### src/rtl/arp_resolver_cache_assert.svh
// assertion macros for the arp resolver cache
`ifndef ARP_RESOLVER_CACHE_ASSERT_SVH
`define ARP_RESOLVER_CACHE_ASSERT_SVH
// property that holds on every clock edge out of reset
`define ARC_ASSERT(label, prop, msg) \
	label: assert property (@(posedge clk) disable iff (!arst_n) (prop)) else $error(msg);
// implication checked on the next edge
`define ARC_ASSERT_NEXT(label, cond, prop, msg) \
	label: assert property (@(posedge clk) disable iff (!arst_n) (cond) |=> (prop)) \
		else $error(msg);
`endif

### src/rtl/arc_pkg.sv
// shared types and codes of the arp resolver cache
`default_nettype none
package arc_pkg;
	localparam logic [1:0] MODE_RESOLVE = 2'd0;
	localparam logic [1:0] MODE_REPLY   = 2'd1;
	localparam logic [1:0] MODE_TICK    = 2'd2;
	localparam logic [1:0] MODE_CLEAR   = 2'd3;

	localparam logic [2:0] KIND_HIT      = 3'd0;
	localparam logic [2:0] KIND_SEND     = 3'd1;
	localparam logic [2:0] KIND_RESOLVED = 3'd2;
	localparam logic [2:0] KIND_FAILED   = 3'd3;
	localparam logic [2:0] KIND_FULL     = 3'd4;

	localparam logic [1:0] REG_LOCAL_IP     = 2'd0;
	localparam logic [1:0] REG_SUBNET_MASK  = 2'd1;
	localparam logic [1:0] REG_GATEWAY_IP   = 2'd2;
	localparam logic [1:0] REG_MAX_ATTEMPTS = 2'd3;
	localparam logic [3:0] MAX_ATTEMPTS_RST = 4'd3;

	// width of the caller tag kept in the pending list
	localparam int TAG_BITS = 8;

	typedef struct packed {
		logic [1:0]  mode;
		logic [31:0] ip_address;
		logic [47:0] mac_address;
		logic [7:0]  request_tag;
	} in_item_t;

	typedef struct packed {
		logic [2:0]  result_kind;
		logic [31:0] target_ip;
		logic [47:0] resolved_mac;
		logic [7:0]  result_tag;
		logic        last;
	} out_item_t;

	// classified item handed from front to back
	typedef struct packed {
		logic [1:0]  mode;
		logic [31:0] ip;
		logic [47:0] mac;
		logic [7:0]  tag;
	} cmd_t;

	typedef enum logic [2:0] {
		ST_IDLE, ST_CSCAN, ST_RESOLVE, ST_REPLY, ST_TICK, ST_EMIT
	} back_state_t;
endpackage
`default_nettype wire

### src/rtl/arc_front.sv
// front end: accepts items, picks the resolve target, pushes commands to the queue
`default_nettype none
module arc_front (
	input  wire logic              clk,
	input  wire logic              arst_n,
	input  wire logic              push,
	output logic                   full,
	input  wire arc_pkg::in_item_t in_item,
	input  wire logic [31:0]       local_ip,
	input  wire logic [31:0]       subnet_mask,
	input  wire logic [31:0]       gateway_ip,
	output logic                   cmd_valid,
	input  wire logic              cmd_ready,
	output arc_pkg::cmd_t          cmd
);
	import arc_pkg::*;
	// two-entry command queue
	cmd_t       q_mem_q [2];
	logic       wr_ptr_q, rd_ptr_q;
	logic [1:0] cnt_q;
	cmd_t       c;
	logic       do_push, do_pop;

	always_comb begin
		c.mode = in_item.mode;
		c.ip   = in_item.ip_address;
		c.mac  = in_item.mac_address;
		c.tag  = in_item.request_tag;
		if (in_item.mode == MODE_RESOLVE &&
				((in_item.ip_address ^ local_ip) & subnet_mask) != 32'd0) begin
			c.ip = gateway_ip;
		end
	end

	assign full      = cnt_q[1];
	assign do_push   = push && !full;
	assign cmd_valid = cnt_q != 2'd0;
	assign do_pop    = cmd_valid && cmd_ready;
	assign cmd       = q_mem_q[rd_ptr_q];

	always_ff @(posedge clk) begin
		if (do_push) begin
			q_mem_q[wr_ptr_q] <= c;
		end
	end

	always_ff @(posedge clk or negedge arst_n) begin
		if (!arst_n) begin
			wr_ptr_q <= 1'b0;
			rd_ptr_q <= 1'b0;
			cnt_q    <= 2'd0;
		end else begin
			if (do_push) wr_ptr_q <= ~wr_ptr_q;
			if (do_pop) rd_ptr_q <= ~rd_ptr_q;
			cnt_q <= cnt_q + {1'b0, do_push} - {1'b0, do_pop};
		end
	end
endmodule
`default_nettype wire

### src/rtl/arc_back.sv
// back end: cache and pending list, scans one entry per cycle and emits results
`default_nettype none
module arc_back #(
	parameter int CACHE_ENTRIES = 8,
	parameter int PENDING_SLOTS = 5
) (
	input  wire logic                clk,
	input  wire logic                arst_n,
	input  wire logic                cmd_valid,
	output logic                     cmd_ready,
	input  wire arc_pkg::cmd_t       cmd,
	input  wire logic [3:0]          max_attempts,
	output logic                     empty,
	input  wire logic                pop,
	output arc_pkg::out_item_t       out_item,
	output logic                     idle
);
	import arc_pkg::*;
	localparam int CW = $clog2(CACHE_ENTRIES + 1);
	localparam int CI = (CACHE_ENTRIES > 1) ? $clog2(CACHE_ENTRIES) : 1;
	localparam int PW = $clog2(PENDING_SLOTS + 1);
	localparam int PI = (PENDING_SLOTS > 1) ? $clog2(PENDING_SLOTS) : 1;

	logic [31:0]       cache_ip_q  [CACHE_ENTRIES];
	logic [47:0]       cache_mac_q [CACHE_ENTRIES];
	logic [CW-1:0]     cache_cnt_q;
	logic [31:0]       pend_ip_q   [PENDING_SLOTS];
	logic [TAG_BITS-1:0] pend_tag_q [PENDING_SLOTS];
	logic [3:0]        pend_att_q  [PENDING_SLOTS];
	logic [PW-1:0]     pend_cnt_q;

	back_state_t   state_q, state_d;
	back_state_t   ret_q;
	cmd_t          cmd_q;
	logic [CW-1:0] ci_q;
	logic [PW-1:0] pi_q;
	logic          chit_q;
	logic [47:0]   cmac_q;
	logic          out_full_q;
	out_item_t     out_q, res_q;
	logic          more_q;

	// scan step helpers
	logic          c_end, c_match, p_end, p_match, fail;
	logic [3:0]    att_inc;
	logic [CI-1:0] ci_idx;
	logic [PI-1:0] pi_idx;
	logic          shift_en;
	logic [PW-1:0] shift_from;
	logic          resolve_done, reply_store;

	assign ci_idx  = ci_q[CI-1:0];
	assign pi_idx  = pi_q[PI-1:0];
	assign c_end   = ci_q >= cache_cnt_q;
	assign c_match = !c_end && cache_ip_q[ci_idx] == cmd_q.ip;
	assign p_end   = pi_q >= pend_cnt_q;
	assign p_match = !p_end && pend_ip_q[pi_idx] == cmd_q.ip;
	assign att_inc = pend_att_q[pi_idx] + 4'd1;
	assign fail    = att_inc >= max_attempts;

	assign cmd_ready = state_q == ST_IDLE;
	assign empty     = !out_full_q;
	assign out_item  = out_q;
	assign idle      = state_q == ST_IDLE && !cmd_valid;

	always_comb begin
		state_d = state_q;
		case (state_q)
			ST_IDLE: begin
				if (cmd_valid) begin
					state_d = (cmd.mode == MODE_CLEAR) ? ST_IDLE : ST_CSCAN;
					if (cmd.mode == MODE_TICK) state_d = ST_TICK;
				end
			end
			ST_CSCAN: begin
				if (c_end || c_match) begin
					state_d = (cmd_q.mode == MODE_RESOLVE) ? ST_RESOLVE : ST_REPLY;
				end
			end
			ST_RESOLVE: state_d = ST_EMIT;
			ST_REPLY: begin
				if (p_end) state_d = ST_IDLE;
				else if (p_match) state_d = ST_EMIT;
			end
			ST_TICK: begin
				if (p_end) state_d = ST_IDLE;
				else state_d = ST_EMIT;
			end
			ST_EMIT: begin
				if (!out_full_q || pop) state_d = more_q ? ret_q : ST_IDLE;
			end
			default: state_d = ST_IDLE;
		endcase
	end

	// results and list edits
	always_comb begin
		resolve_done = state_q == ST_RESOLVE;
		reply_store  = state_q == ST_CSCAN && c_end && cmd_q.mode == MODE_REPLY &&
			cache_cnt_q < CW'(CACHE_ENTRIES);
		shift_en   = (state_q == ST_REPLY && p_match) || (state_q == ST_TICK && !p_end && fail);
		shift_from = pi_q;
	end

	always_ff @(posedge clk or negedge arst_n) begin
		if (!arst_n) begin
			state_q     <= ST_IDLE;
			cache_cnt_q <= '0;
			pend_cnt_q  <= '0;
			out_full_q  <= 1'b0;
		end else begin
			state_q <= state_d;
			if (state_q == ST_IDLE && cmd_valid && cmd.mode == MODE_CLEAR) cache_cnt_q <= '0;
			if (reply_store) cache_cnt_q <= cache_cnt_q + CW'(1);
			if (resolve_done && !chit_q && pend_cnt_q < PW'(PENDING_SLOTS)) begin
				pend_cnt_q <= pend_cnt_q + PW'(1);
			end
			if (shift_en) pend_cnt_q <= pend_cnt_q - PW'(1);
			if (state_q == ST_EMIT && (!out_full_q || pop)) out_full_q <= 1'b1;
			else if (pop) out_full_q <= 1'b0;
		end
	end

	always_ff @(posedge clk) begin
		if (state_q == ST_IDLE && cmd_valid) begin
			cmd_q <= cmd;
			ci_q  <= '0;
			pi_q  <= '0;
		end
		if (state_q == ST_CSCAN) begin
			chit_q <= c_match;
			if (c_match) cmac_q <= cache_mac_q[ci_idx];
			if (!c_end && !c_match) ci_q <= ci_q + CW'(1);
			if (reply_store) begin
				cache_ip_q[cache_cnt_q[CI-1:0]]  <= cmd_q.ip;
				cache_mac_q[cache_cnt_q[CI-1:0]] <= cmd_q.mac;
			end
		end
		if (resolve_done) begin
			res_q.target_ip  <= cmd_q.ip;
			res_q.result_tag <= cmd_q.tag;
			res_q.last       <= 1'b1;
			more_q           <= 1'b0;
			if (chit_q) begin
				res_q.result_kind  <= KIND_HIT;
				res_q.resolved_mac <= cmac_q;
			end else begin
				res_q.resolved_mac <= '0;
				if (pend_cnt_q < PW'(PENDING_SLOTS)) begin
					res_q.result_kind <= KIND_SEND;
					pend_ip_q[pend_cnt_q[PI-1:0]]  <= cmd_q.ip;
					pend_tag_q[pend_cnt_q[PI-1:0]] <= cmd_q.tag[TAG_BITS-1:0];
					pend_att_q[pend_cnt_q[PI-1:0]] <= 4'd0;
				end else begin
					res_q.result_kind <= KIND_FULL;
				end
			end
		end
		if (state_q == ST_REPLY) begin
			if (p_match) begin
				res_q.result_kind  <= KIND_RESOLVED;
				res_q.target_ip    <= cmd_q.ip;
				res_q.resolved_mac <= cmd_q.mac;
				res_q.result_tag   <= 8'(pend_tag_q[pi_idx]);
				res_q.last         <= 1'b1;
				more_q             <= 1'b0;
			end else if (!p_end) begin
				pi_q <= pi_q + PW'(1);
			end
		end
		if (state_q == ST_TICK && !p_end) begin
			res_q.result_kind  <= fail ? KIND_FAILED : KIND_SEND;
			res_q.target_ip    <= pend_ip_q[pi_idx];
			res_q.resolved_mac <= '0;
			res_q.result_tag   <= 8'(pend_tag_q[pi_idx]);
			// last when no entry remains after this one
			res_q.last <= (pi_q + PW'(1)) >= pend_cnt_q;
			more_q     <= (pi_q + PW'(1)) < pend_cnt_q;
			ret_q      <= ST_TICK;
			if (!fail) begin
				pend_att_q[pi_idx] <= att_inc;
				pi_q <= pi_q + PW'(1);
			end
		end
		// close the gap left by the removed entry in one move
		if (shift_en) begin
			for (int j = 0; j < PENDING_SLOTS - 1; j++) begin
				if (PW'(j) >= shift_from) begin
					pend_ip_q[j]  <= pend_ip_q[j+1];
					pend_tag_q[j] <= pend_tag_q[j+1];
					pend_att_q[j] <= pend_att_q[j+1];
				end
			end
		end
		if (state_q == ST_EMIT && (!out_full_q || pop)) out_q <= res_q;
	end
endmodule
`default_nettype wire

### src/rtl/arp_resolver_cache.sv
// top level of the arp resolver cache
// the back end takes a new command only while idle and walks the cache and pending
// entries one per cycle while scanning; each result waits in the emit state while
// the output is full, a retry tick emits one result per pending request, and clear
// cache empties the cache
// reset: arst_n resets cache and pending counts, queue pointers, state and config registers
`default_nettype none
module arp_resolver_cache #(
	parameter int CACHE_ENTRIES = 8,
	parameter int PENDING_SLOTS = 5
) (
	input  wire logic                clk,
	input  wire logic                arst_n,
	input  wire logic                push,
	output logic                     full,
	input  wire arc_pkg::in_item_t   in_item,
	output logic                     empty,
	input  wire logic                pop,
	output arc_pkg::out_item_t       out_item,
	input  wire logic                cfg_valid,
	output logic                     cfg_ready,
	input  wire logic [1:0]          cfg_index,
	input  wire logic [31:0]         cfg_data
);
	import arc_pkg::*;
	`include "arp_resolver_cache_assert.svh"

	logic [31:0] local_ip_q, subnet_mask_q, gateway_ip_q;
	logic [3:0]  max_attempts_q;
	logic        cmd_valid, cmd_ready, idle;
	cmd_t        cmd;

	assign cfg_ready = 1'b1;

	always_ff @(posedge clk or negedge arst_n) begin
		if (!arst_n) begin
			local_ip_q     <= '0;
			subnet_mask_q  <= '0;
			gateway_ip_q   <= '0;
			max_attempts_q <= MAX_ATTEMPTS_RST;
		end else if (cfg_valid) begin
			case (cfg_index)
				REG_LOCAL_IP:     local_ip_q     <= cfg_data;
				REG_SUBNET_MASK:  subnet_mask_q  <= cfg_data;
				REG_GATEWAY_IP:   gateway_ip_q   <= cfg_data;
				REG_MAX_ATTEMPTS: max_attempts_q <= cfg_data[3:0];
				default: ;
			endcase
		end
	end

	arc_front u_front (
		.clk, .arst_n, .push, .full, .in_item,
		.local_ip(local_ip_q), .subnet_mask(subnet_mask_q), .gateway_ip(gateway_ip_q),
		.cmd_valid, .cmd_ready, .cmd
	);

	arc_back #(
		.CACHE_ENTRIES(CACHE_ENTRIES), .PENDING_SLOTS(PENDING_SLOTS)
	) u_back (
		.clk, .arst_n, .cmd_valid, .cmd_ready, .cmd,
		.max_attempts(max_attempts_q), .empty, .pop, .out_item, .idle
	);

	`ARC_ASSERT(a_result_kind_legal, empty || out_item.result_kind <= KIND_FULL,
		"result kind out of range")
	`ARC_ASSERT_NEXT(a_out_hold, !empty && !pop, !empty && $stable(out_item),
		"waiting result changed")
	`ARC_ASSERT(a_mac_zero, empty || out_item.resolved_mac == 48'd0 ||
		out_item.result_kind == KIND_HIT || out_item.result_kind == KIND_RESOLVED,
		"mac set on a kind that carries none")
	`ARC_ASSERT(a_cfg_idle, !cfg_valid || idle, "register written while busy")
endmodule
`default_nettype wire
### config.mk
export PLATFORM = sky130hd
export DESIGN_NAME = arp_resolver_cache
export DESIGN_NICKNAME = d
export VERILOG_FILES = /design/src/rtl/arc_pkg.sv /design/src/rtl/arc_front.sv /design/src/rtl/arc_back.sv /design/src/rtl/arp_resolver_cache.sv
export VERILOG_INCLUDE_DIRS = /design/src /design/src/rtl
export SDC_FILE = /design/constraint.sdc
export NUM_CORES = 2
export LEC_CHECK = 0
export BUFFER_PORTS_ARGS = -buffer_cell sky130_fd_sc_hd__buf_2
export CAP_MARGIN = 20
export CORE_MARGIN = 8
export CORE_UTILIZATION = 45
export DETAILED_ROUTE_END_ITERATION = 10
export PLACE_DENSITY_LB_ADDON = 0.2
export SYNTH_ARGS = -nofsm -noshare
export SYNTH_HDL_FRONTEND = slang
export SYNTH_HIERARCHICAL = 1
export SYNTH_SLANG_ARGS = --single-unit
### constraint.sdc
create_clock -name clk -period 14.8 [get_ports clk]
set_input_delay 0.74 -clock clk [delete_from_list [all_inputs] [get_ports clk]]
set_output_delay 0.74 -clock clk [all_outputs]
set_load 0.05 [all_outputs]
# Word-level counts from Yosys, hierarchy flattened
# Memories as Yosys holds them, arrays and structs flattened. A register that Yosys moved wholly into a read port is not among the register bits.
# Index checks and enable logic that the tools add are counted.
# W data, S select, Z words.
# word_totals
register_bits,398
ram_bits,1040
in_bits,129
out_inout_bits,95
word_cells,194
mem_count,6
# mem_list
name,depth,word_bits,read_ports,rd_ports_with_merged_regs,write_ports,line_no,source
u_back.cache_mac_q,8,48,1,1,1,arc_back.sv:25,logic [47:0] cache_mac_q [CACHE_ENTRIES];
u_back.cache_ip_q,8,32,1,1,1,arc_back.sv:24,logic [31:0] cache_ip_q [CACHE_ENTRIES];
u_front.q_mem_q,2,90,1,0,1,arc_front.sv:18,cmd_t q_mem_q [2];
u_back.pend_ip_q,5,32,5,1,4,arc_back.sv:27,logic [31:0] pend_ip_q [PENDING_SLOTS];
u_back.pend_tag_q,5,8,5,1,4,arc_back.sv:28,logic [TAG_BITS-1:0] pend_tag_q [PENDING_SLOTS];
u_back.pend_att_q,5,4,5,1,4,arc_back.sv:29,logic [3:0] pend_att_q [PENDING_SLOTS];
# classes
add_sub_neg,8
n_lt_le_gt_ge,11
n_eq_ne,17
muxes,75
bitwise_logic,4
reduce_logical,44
# op_table
op,count
$mux W92,4
$mux W3,22
$eq A32 B32 Y1,2
$mux W32,2
$mux W48,1
$mux W1,36
$and A32 B32 Y32,1
$reduce_bool A32 Y1,1
$reduce_or A32 Y1,1
$xor A32 B32 Y32,1
$mux W4,7
$pmux W3 S6,1
$logic_and A1 B1 Y1,16
$add A4 B1 Y4 const B,3
$reduce_and A2 Y1,5
$eq A2 B2 Y1 const B,4
$ge A4 B4 Y1,2
$mux W8,1
$reduce_bool A2 Y1,4
$reduce_or A4 Y1,2
$reduce_or A8 Y1,1
$add A3 B1 Y3 const B,2
$eq A3 B2 Y1 const B,2
$eq A3 B3 Y1 const B,2
21 further kinds,36

# Depth between registers and ports, before layout
# depth
word_depth,9
depth_mapped,17
ltp_nobuf,12

# By module
# Netlist, hierarchy kept.
# modules_own_cells
module,instances,cells_per_inst,area_per_inst_um2,seq_area_each_um2
arc_back,1,2730,52561.7,39002.4
arc_front,1,386,7511.0,5505.3
arp_resolver_cache,1,215,3789.9,2504.9

# Worst setup path before layout
# OpenSTA, ideal clock, no wires.
# synth_timing
kind,reg-to-reg
from,register u_back.ci_q[0]
to,"memory u_back.cache_ip_q[2][0], enable pin"
setup_ps,617
arrival_ps,8599
required_ps,14183
slack_ps,5584
stages_incl_launch_ff,13
n_path_buf,4
period_less_slack_ps,9216
cell_sequence,dfxtp_1 > clkbuf_1 > buf_1 > clkbuf_1 > buf_1 > inv_1 > ha_1 > nand2b_1 > a21o_1 > a21o_1 > a21oi_1 > or3_1 > nor3_1
# synth_via
elab_chain_cells,7
# synth_lines
element,line_no,source
from (decl),arc_back.sv:35,logic [CW-1:0] ci_q;
from (signal assigned),arc_back.sv:133,if (!c_end && !c_match) ci_q <= ci_q + CW'(1);
$ge A4 B4 Y1,arc_back.sv:54,assign c_end = ci_q >= cache_cnt_q;
$logic_and A1 B1 Y1 (3 in series),arc_back.sv:99,reply_store = state_q == ST_CSCAN && c_end && cmd_q.mode == MODE_REPLY &&
$mux W1,arc_back.sv:134,if (reply_store) begin
$mux W1,arc_back.sv:130,if (state_q == ST_CSCAN) begin
$mux W1 (not written as such),arc_back.sv:135,cache_ip_q[cache_cnt_q[CI-1:0]] <= cmd_q.ip;
to (decl),arc_back.sv:24,
# No other way between the ends.

==> flow_metrics.py <==
metrics = {
    "yosys": {
        "yosysMostFrequentCell": "edfxtp_1",
        "ys_seq_area_share_pct": 73.6,
        "syn-instance-count": 3331,
        "syn-cell-area_sq_um": 63900,
        "synth-edff-count": 1403,
        "ys_types": 64,
        "ys_ff_latch": 1618,
        "yosys.area.top_type": "edfxtp_1",
        "yosys.area.top_type_share_pct": 66.0,
        "ys_warn_count": 6,
        "ys_top_cells_by_count": "edfxtp_1 (1403), mux2_2 (418), mux4_2 (219)",
        "synth_area_leaders": "edfxtp_1 (66%), mux4_2 (7.7%), mux2_2 (7.4%), dfrtp_1 (4.4%), dfxtp_1 (3.1%)",
        "synth-main-ff-cell": "edfxtp_1",
        "avgSynthCellArea_sq_um": 19.2,
        "async_flop_share_pct": 7.11,
    },
    "clock_tree": {
        "ctsResizeCount": 0,
        "post_cts_buffers": 0,
        "cts.reportedPaths.clkPinSlew_ns": 0.06,
        "worst_skew_pair.late_latency_ns": 0.79,
        "root_buffer": "clkbuf_16",
        "cts_tree": "yes",
        "cts.sinks": 1618,
        "cts_max_path_buffers": 3,
        "cts_made_buffers": 169,
        "h-tree-depth": 4,
        "ctsHoldBuffers": 1,
    },
    "critical_path": {
        "arrival_ns": 7.48,
        "slowest_stage": "dfxtp_4",
        "cp_data_required_time_ns": 15.20,
        "slowest_delay_ns": 0.92,
        "r2r_start": "u_back/pi_idx[0]$_DFF_P_",
        "critPathCaptureType": "flip-flop",
        "crit_buf_inv": 3,
        "path_delay_family": "simple AND/OR/NAND/NOR gates",
        "cp-start-kind": "flip-flop",
        "reg2reg_slack_ns": 7.72,
        "crit_start": "u_back/pi_idx[0]$_DFF_P_",
        "crit_chain": "buf_4 -> nor2b_1 -> a22oi_1 -> a21boi_0 -> nor4b_1 -> nand4_1 -> nor4_4 -> a32oi_4 -> nor3_4 -> buf_4 -> a21o_2 -> buf_4",
        "path_class": "flip-flop to flip-flop",
        "path_common_cell": "buf_4",
        "crit_path_max_fanout": 45,
    },
    "sta": {
        "slew_viol_final": 0,
        "worstMarginPinSlew_ns": 1.05,
        "rsz0062_at_grt": "false",
        "finClkSkew_ns": 0.0320,
        "period_minus_slack_ns": 7.08,
        "fin_setup_tns_ns": 0,
        "fmax_mhz": 141,
        "fin_crit_sh_pct": 47.9,
        "setup_viol": 0,
        "slew_headroom_pct": 29.3,
        "hold_violations": 0,
    },
    "cells_and_area": {
        "num-nets-final": 3885,
        "drive_above_1_share_pct": 32.4,
        "multiInputGateArea_sq_um": 16500,
        "stdcell_count": 5768,
        "fin_util_pct": 51.9,
        "syn2layout_area_growth_pct": 14.8,
        "nFillCells": 11515,
        "register_area_sq_um": 47000,
    },
    "grt": {
        "grtUsageTotal_pct": 18.5,
        "first_global_vias": 32894,
        "overflow": 0,
        "antenna_found_initial": 6,
        "grt_max_degree": 90,
        "grt_pass1_wl_um": 214000,
    },
    "min_path": {
        "hp-class": "input port to flip-flop",
        "worstHoldStart": "in_item[30]",
    },
    "detailed_routing": {
        "post_drt_wl_per_cell_um": 24.8,
        "drt_iter0_markers": 2151,
        "finalWirelength_um": 143000,
        "drc_errors": 0,
        "vias": 31384,
        "dr.pass1.iters": 6,
        "via_per_inst": 5.44,
        "final_antenna_net_count": 0,
    },
    "floorplanning": {
        "dieArea_sq_um": 154000,
        "die_w_um": 393,
        "core_area_sq_um": 141000,
        "dieHeight_um": 393,
        "io_pins": 224,
        "rows": 138,
        "initial_core_util_pct": 45.2,
    },
    "pwr": {
        "ir_worst_vdd_mv": 0.112,
        "leakagePower_nw": 25.1,
        "powerDensity_nw_per_um2": 190,
        "total_power_mw": 13.9,
    },
    "status": {
        "outcome": "finished, final reports clean",
    },
    "place": {
        "globalplace.congestion": 0.773,
        "dp_hpwl_um": 82400,
        "place_inst": 5450,
        "io_buffers": 222,
    },
    "flow_run": {
        "cap_violations": 0,
    },
}
## path summary, 6_finish.rpt
kind | end | cells after the start
worst max-delay path | u_back/pend_ip_q[2][26]$_DFFE_PP_ | 12
worst min-delay path | u_front/q_mem_q[1][30]$_DFFE_PP_ | 1
worst max register to register | u_back/pend_ip_q[2][26]$_DFFE_PP_ | 12
worst min register to register | u_back/out_item[44]$_DFFE_PP_ | 0
max in group asynchronous | u_front/rd_ptr_q$_DFFE_PN0P_ | 3
min in group asynchronous | subnet_mask_q[7]$_DFFE_PN0P_ | 2
## through the flow
stage | worst slack, ns | hold WS, ns | instance area (sq um)
finish | 7.72 | 0.148 | 73300
global placement | 7.69 | 0.414 | 67700
global route | 7.29 | 0.0969 | 73300
floorplan | 5.58 | 0.408 | 64300
detailed placement | 7.62 | 0.415 | 67700
CTS | 7.58 | 0.0753 | 73300
## power breakdown
part | total, mW | switching, mW | internal [mW]
registers | 6.61 | 0.518 | 6.09
clock network | 4.22 | 1.75 | 2.47
logic | 3.11 | 1.82 | 1.28
total | 13.9 | 4.09 | 9.84
## area by class of cell
cell class,instances,share of cell area (%)
Antenna cell,3,0.0102
Clock buffer,226,6.35
Clock inverter,87,1.23
Inverter,21,0.111
Multi-Input combinational cell,1611,22.4
Sequential cell,1618,64.2
Tap cell,1890,3.23
Timing Repair Buffer,312,2.46
## placed cells by master, fill, tap and decap left out, drive strengths merged, types with 4 or more instances in the layout
cell,synthesis,routed
o21ai,16,16
o22ai,14,14
and3,55,55
conb,2,121
a221oi,6,6
nand4,11,11
xnor2,48,48
nor3,21,21
nor4,13,13
buf,74,311
clkinvlp,0,4
nand3,10,10
ha,22,22
a21o,27,27
or2,5,5
a31oi,11,11
mux4,219,219
nand2b,9,9
mux2,436,436
edfxtp,1403,1403
a21oi,81,81
clkinv,0,58
clkbuf,126,226
o22a,6,6
nand3b,7,7
nor4b,5,5
a211oi,57,57
nor2,99,99
mux2i,155,155
xor2,50,50
inv,21,32
bufinv,0,14
dfrtp,113,113
nor2b,14,14
nand2,47,47
and2,5,5
dfxtp,100,100
a22oi,19,19
## registers in the layout, indices dropped and copies added, names as in the netlist, 32 cells and up
| name | flops |
|---|---|
| local_ip_q | 32 |
| u_back/cache_ip_q | 256 |
| u_back/out_item | 92 |
| u_front/q_mem_q | 180 |
| subnet_mask_q | 32 |
| u_back/pend_tag_q | 64 |
| u_back/pend_ip_q | 256 |
| gateway_ip_q | 32 |
| u_back/cache_mac_q | 384 |
| u_back/res_q | 92 |
| u_back/cmd_q | 90 |
| u_back/pend_att_q | 32 |
| u_back/cmac_q | 48 |
## metal layers
metal	track usage, %	vias to the layer above	part of all wire, %
met3	3.44	209	6.1
met1	26.0	16366	44
met2	29.9	835	48
met5	0	-	0.019
met4	4.74	4	2.1
li1	-	13970	-
## cells by family (layout without fill, tap and decap cells)
group | after synthesis | count (layout) | share of synthesized area [%]
buffers and inverters | 221 | 646 | 1.55
AOI/OAI and AO/OA | 251 | 251 | 2.59
adders and majority gates | 23 | 23 | 0.462
and+or+nand+nor | 308 | 308 | 2.55
muxes | 810 | 810 | 17.9
xor gates and xnor gates | 98 | 98 | 1.34
DFF | 1618 | 1618 | 73.6
other | 2 | 124 | 0.0118
(Power assumes the default switching activity.)
